--- config.mk ---
export PLATFORM = sky130hd
export DESIGN_NAME = pip_front
export DESIGN_NICKNAME = d
export VERILOG_FILES = /design/src/hdl/pip_pkg.sv /design/src/hdl/pip_front.sv
export SDC_FILE = /design/constraint.sdc
export NUM_CORES = 1
export LEC_CHECK = 0
export BUFFER_PORTS_ARGS = -buffer_cell sky130_fd_sc_hd__buf_4
export CELL_PAD_IN_SITES_DETAIL_PLACEMENT = 1
export CELL_PAD_IN_SITES_GLOBAL_PLACEMENT = 1
export CORE_ASPECT_RATIO = 0.8
export CORE_MARGIN = 1.5
export CORE_UTILIZATION = 50
export CTS_BUF_LIST = sky130_fd_sc_hd__clkbuf_4
export DETAILED_ROUTE_END_ITERATION = 12
export PLACE_DENSITY = 0.87
export SLEW_MARGIN = 20
export SYNTH_ARGS = -nofsm -noshare
export SYNTH_HDL_FRONTEND = slang
export SYNTH_SLANG_ARGS = --single-unit
--- constraint.sdc ---
create_clock -name clk -period 4.3 [get_ports clk]
set_clock_uncertainty 0.15 [all_clocks]
set_input_delay 0.86 -clock clk [delete_from_list [all_inputs] [get_ports clk]]
set_output_delay 0.86 -clock clk [all_outputs]
set_load 0.05 [all_outputs]
--- src/hdl/pip_pkg.sv ---
// Shared types and constants for the point-in-polygon ray casting unit.
// Used by the command queue, the edge walking engine and the top level.
// No dependencies.
package pip_pkg;

  localparam int MAX_VERTICES = 64;
  localparam int VADDR_W = $clog2(MAX_VERTICES);
  localparam int VCNT_W = $clog2(MAX_VERTICES + 1);
  localparam int MIN_VERTICES = 3;

  localparam int COORD_W = 16;
  localparam int IDX_W = 6;
  localparam int VCOUNT_W = 7;

  // Stream word layout.
  localparam int TD_X_LSB = IDX_W;
  localparam int TD_Y_LSB = IDX_W + COORD_W;
  localparam int S_TDATA_W = ((IDX_W + 2 * COORD_W + 7) / 8) * 8;
  localparam int M_TDATA_W = 8;

  // Configuration channel.
  localparam int CFG_IDX_W = 2;
  localparam int CFG_DATA_W = 16;
  localparam logic [CFG_IDX_W-1:0] REG_VERTEX_COUNT = 2'd0;
  localparam logic [CFG_IDX_W-1:0] REG_RAY_END_X = 2'd1;
  localparam logic signed [COORD_W-1:0] RAY_END_RESET = 16'sd10000;

  typedef enum logic {
    CMD_VERTEX = 1'b0,
    CMD_QUERY  = 1'b1
  } cmd_op_t;

  typedef struct packed {
    cmd_op_t                     op;
    logic [VADDR_W-1:0]          addr;
    logic signed [COORD_W-1:0]   x;
    logic signed [COORD_W-1:0]   y;
  } cmd_t;

endpackage

--- src/hdl/pip_front.sv ---
// Input side of the point-in-polygon unit: unpacks stream words, drops vertex
// writes to slots outside the table and queues commands for the engine.
// Depends on pip_pkg.
module pip_front import pip_pkg::*; (
  input  logic                 clk,
  input  logic                 rst,
  input  logic                 s_axis_tvalid,
  output logic                 s_axis_tready,
  input  logic [S_TDATA_W-1:0] s_axis_tdata,  // vertex_index, coord_x, coord_y
  input  logic [0:0]           s_axis_tuser,  // kind
  output logic                 cmd_valid,
  input  logic                 cmd_ready,
  output cmd_t                 cmd
);

  localparam int QDEPTH = 4;
  localparam int QPTR_W = $clog2(QDEPTH);

  cmd_t               queue [QDEPTH];
  logic [QPTR_W-1:0]  wr_ptr;
  logic [QPTR_W-1:0]  rd_ptr;
  logic [QPTR_W:0]    count;

  logic [IDX_W-1:0]   in_idx;
  cmd_t               in_cmd;
  logic               in_drop;
  logic               enq;
  logic               deq;

  always_comb begin
    in_idx = s_axis_tdata[IDX_W-1:0];
    in_cmd.op = s_axis_tuser[0] ? CMD_QUERY : CMD_VERTEX;
    in_cmd.addr = VADDR_W'(in_idx);
    in_cmd.x = s_axis_tdata[TD_X_LSB +: COORD_W];
    in_cmd.y = s_axis_tdata[TD_Y_LSB +: COORD_W];
    // A vertex write beyond the table has no effect at all.
    in_drop = (in_cmd.op == CMD_VERTEX) && (int'(in_idx) >= MAX_VERTICES);
  end

  assign s_axis_tready = (count != (QPTR_W + 1)'(QDEPTH));
  assign cmd_valid = (count != '0);
  assign cmd = queue[rd_ptr];
  assign enq = s_axis_tvalid && s_axis_tready && !in_drop;
  assign deq = cmd_valid && cmd_ready;

  always_ff @(posedge clk) begin
    if (rst) begin
      wr_ptr <= '0;
      rd_ptr <= '0;
      count <= '0;
    end else begin
      if (enq) begin
        wr_ptr <= wr_ptr + 1'b1;
      end
      if (deq) begin
        rd_ptr <= rd_ptr + 1'b1;
      end
      if (enq && !deq) begin
        count <= count + 1'b1;
      end else if (deq && !enq) begin
        count <= count - 1'b1;
      end
    end
  end

  always_ff @(posedge clk) begin
    if (enq) begin
      queue[wr_ptr] <= in_cmd;
    end
  end

endmodule

Word-level counts from Yosys, hierarchy flattened --
Memory sizes are Yosys's and may differ from the RTL's. A register that Yosys moved wholly into a read port is not among the register bits. Index checks and enable logic that the tools add are counted.
Storage, ports and cells: bits in registers 7, RAM bits 156, input port bits 45, logic and storage cells 24, memories kept 1
Operators by class: add/sub/neg operators 4, eq/ne operators 1, muxes and demuxes 7, reduce and logical (&&, ||, !) cells 8
Memory list:
- queue | depth 4, bits a word 39, rd ports 1, clocked after Yosys merged registers in 1, write ports 1, line pip_front.sv:19 | cmd_t queue [QDEPTH];
Operators by type and width (number):
- $mux 3 | 2
- $add 2x1->2 const B | 2
- $logic_and 1x1->1 | 4
- $mux 2 | 2
- $add 3x1->3 const B | 1
- $mux 1 | 3
- $ne 3x3->1 const B | 1
- $reduce_bool 3->1 | 1
- $sub 3x1->3 const B | 1
- $logic_not 1->1 | 2
- $reduce_bool 2->1 | 1

Logic depth before layout (Yosys ltp) --
word-level depth 6, gate-level depth with buffers 8, depth with buffers taken out 8

Worst setup path before layout --
OpenSTA, ideal clock, no wires.
kind input -> register, start point input port s_axis_tvalid, end point memory queue[0][0] in the netlist's numbering, enable pin, library setup time 0.400 ns, arrival 2.112 ns, required time 3.750 ns, setup slack 1.638 ns, stages on the path 2, buffers on the path 0, cells stage by stage a21boi_2 > and2_1
On the way: longest elaborated chain between the ends 3
Ends and longest elaborated chain:
- start: declaration | line pip_front.sv:7 | input logic s_axis_tvalid,
- $logic_and 1x1->1 | line pip_front.sv:43 | assign enq = s_axis_tvalid && s_axis_tready && !in_drop;
- $mux 1 | line pip_front.sv:67 | if (enq) begin
- $mux 1 (not written as such) | line pip_front.sv:68 | queue[wr_ptr] <= in_cmd;
- end: declaration | line pip_front.sv:19
No other way between the ends.

==> metrics.cfg <==
[power_and_ir_drop]
powerDensity_nw_per_um2=656
p_leak_nw=2.45
peakVddDrop_v=0.000356

[detailed_routing]
viasPerCell=5.53
wire_per_inst_um=21.9
wl_mm=11.1
drt_iter0_drc=130
vias=2807
final_antenna_net_count=0
dr.pass1.iters=4
drc=0

[synth]
syn_inst=251
syn-num-nets=302
ys_types=23
synth_top_cell_area_share_pct=77.0
synth.most_common_cell=edfxtp_1
postSynthAreaPerCell_sq_um=24.2
synth_edf_count=156
yosysWarningCount=0
async_reset_ff_share_pct=0
ys_top_cells_by_count=edfxtp_1, mux4_2, dfxtp_1, nor2_1, ha_1
ys_ff_latch=165
ys_seq_area_share_pct=80.0
syn_area_sq_um=6080
ys.flop_type=edfxtp_1
synth_top_area_cell=edfxtp_1
synth_area_leaders=edfxtp_1, mux4_2, dfxtp_1, ha_1, xor2_1

[clock_tree]
cts_made_buffers=17
clkSinkCount=165
root_buffer=clkbuf_4
clk_path_buf_depth=2
cts_tree=done
clock_latency_ns=0.51
htreeDepth=4
hold_buffers=0
clk_pin_slew_worst_paths_ns=0.15
post_cts_resized=0
cts_setup_buffers=0

[critical_path]
r2r_cells=8
r2r_start=count[0]$_SDFFE_PP0P_
path_class=reg2out
regToRegEndpoint=count[2]$_SDFFE_PP0P_
crit_buf_inv=2
cp-start-kind=flop
reg2reg_slack_ns=1.81
path_cells=buf_16 > mux4_2 > buf_4
cp.required_ns=3.29
cp.arrival_ns=2.06
cp_top_family=flip-flops
slowest_delay_ns=0.73
slowest_stage=dfxtp_2
cp_max_fo=20
end_kind=output pin

[die]
pin_count=86
die_h_um=102
die-area_sq_um=12800
die_w_um=126
core_area_sq_um=11700
row_count=35
initial_core_util_pct=52.0

[global_route]
grt_pass1_vias=3089
antenna_found_initial=0
grt_max_degree=40
grt.total_usage_pct=18.7
grt_pass1_wl_mm=17.1
grt.overflow.total=0

[layout]
instances_no_fill=508
drive_above_1_share_pct=45.8
num_antenna_cells=0
fin_nets=398
finalCoreUtilization_pct=61.8
area_growth_pct=18.9

[job]
drv_cap=0

[sta]
tns_ns=0
final-max-slew-violation-count=0
rsz0062_at_grt=no
fmax_mhz=326
finalSetupViolCount=0
tightest_slew_ns=1.07
hold_violations=0
max_slew_margin_pct=28.5
period_share_pct=71.3
post-route-min-period_ns=3.07

[placement]
routabilityCongestion=0.648
place_inst=475
dp_hpwl_mm=6.75
port_buffers=83

[worst_hold_path]
hold_path_depth=1
worstHoldStart=s_axis_tdata[24]
hold_path_end=queue[2][2]$_DFFE_PP_
hold_class=in2reg

[status]
status=finished, final reports clean

## per-layer routing
metal / track usage (%) / vias up / share of wire [%]
met4: 5.92 / 0 / 0.83
met3: 6.44 / 11 / 5.6
met2: 31.8 / 76 / 51
met1: 23.0 / 1476 / 43
met5: 0 / - / 0
li1: - / 1244 / -
## cell type report
cell class | instances | area (sq um)
sequential | 165 | 4870
fill | 974 | 4460
multi-input combinational | 74 | 1160
timing repair buffer | 86 | 666
clock inverter | 14 | 209
tap | 148 | 185
clock buffer | 18 | 135
inverter | 3 | 11.3
## where the power goes
part           internal [W]  switching (W)  leakage (nW)
sequential          0.00195      0.0000760          1.50
clock              0.000486       0.000559         0.181
combinational      0.000597        0.00107         0.766
## worst max path at each step
stage | slack [ns] | cells after the start | from | end
after floorplan | 1.64 | 2 | s_axis_tvalid | queue[0][0]$_DFFE_PP_
after global placement | 1.53 | 3 | s_axis_tvalid | queue[0][33]$_DFFE_PP_
after detailed placement | 1.47 | 3 | s_axis_tvalid | queue[0][0]$_DFFE_PP_
after CTS | 0.92 | 2 | flop | cmd[30]
after global routing | 1.07 | 3 | flop | cmd[9]
final | 1.23 | 3 | flop | cmd[9]
## flip-flops by register name, summed over array words and instances, names as in the netlist, named ones only
name	flops
queue	156
rd_ptr	2
count	3
wr_ptr	2
## cells in the final DEF, fill, tap and decap left out, types with 2 or more instances in the layout
master and instances:
and2_4 3, buf_4 85, bufinv_16 4, clkbuf_4 18
clkinv_4 2, dfxtp_1 7, dfxtp_2 2, edfxtp_1 156
ha_1 5, inv_1 3, inv_6 6, mux2i_1 2
mux4_2 39, nand2b_1 2, nor2_1 8, or3_1 2
xor2_1 4
## worst reg2reg max path, delay by kind of cell (launching register included)
kind | cells | cell delay (ns)
adders and majority gates | 2 | 0.63
and+or+nand+nor | 2 | 0.42
buffers and inverters | 1 | 0.06
xor gates and xnor gates | 1 | 0.18
AOI/OAI and AO/OA | 2 | 0.49
DFF | 1 | 0.50
## metrics by stage
stage	instance area [sq um]	hold slack, ns	power (W)	setup WS, ns
5_1_grt	7230	0.311	0.00493	1.07
3_3_place_gp	6860	0.354	0.00371	1.53
3_5_place_dp	6860	0.369	0.00376	1.47
2_1_floorplan	6080	0.332	0.00328	1.64
4_1_cts	7200	0.316	0.00480	0.922
6_report	7230	0.369	0.00474	1.23
## cell families (layout without fill, tap and decap cells)
| kind of cell | Yosys count | in the layout | share of synthesized area [%] |
|---|---|---|---|
| simple gates | 17 | 17 | 1.38 |
| fa+ha+maj | 6 | 6 | 1.36 |
| mux | 42 | 42 | 15.0 |
| flops | 165 | 165 | 80.0 |
| buf+inv | 12 | 121 | 1.15 |
| compound gates | 5 | 5 | 0.617 |
| xor+xnor | 4 | 4 | 0.576 |
(Power assumes the default switching activity.)
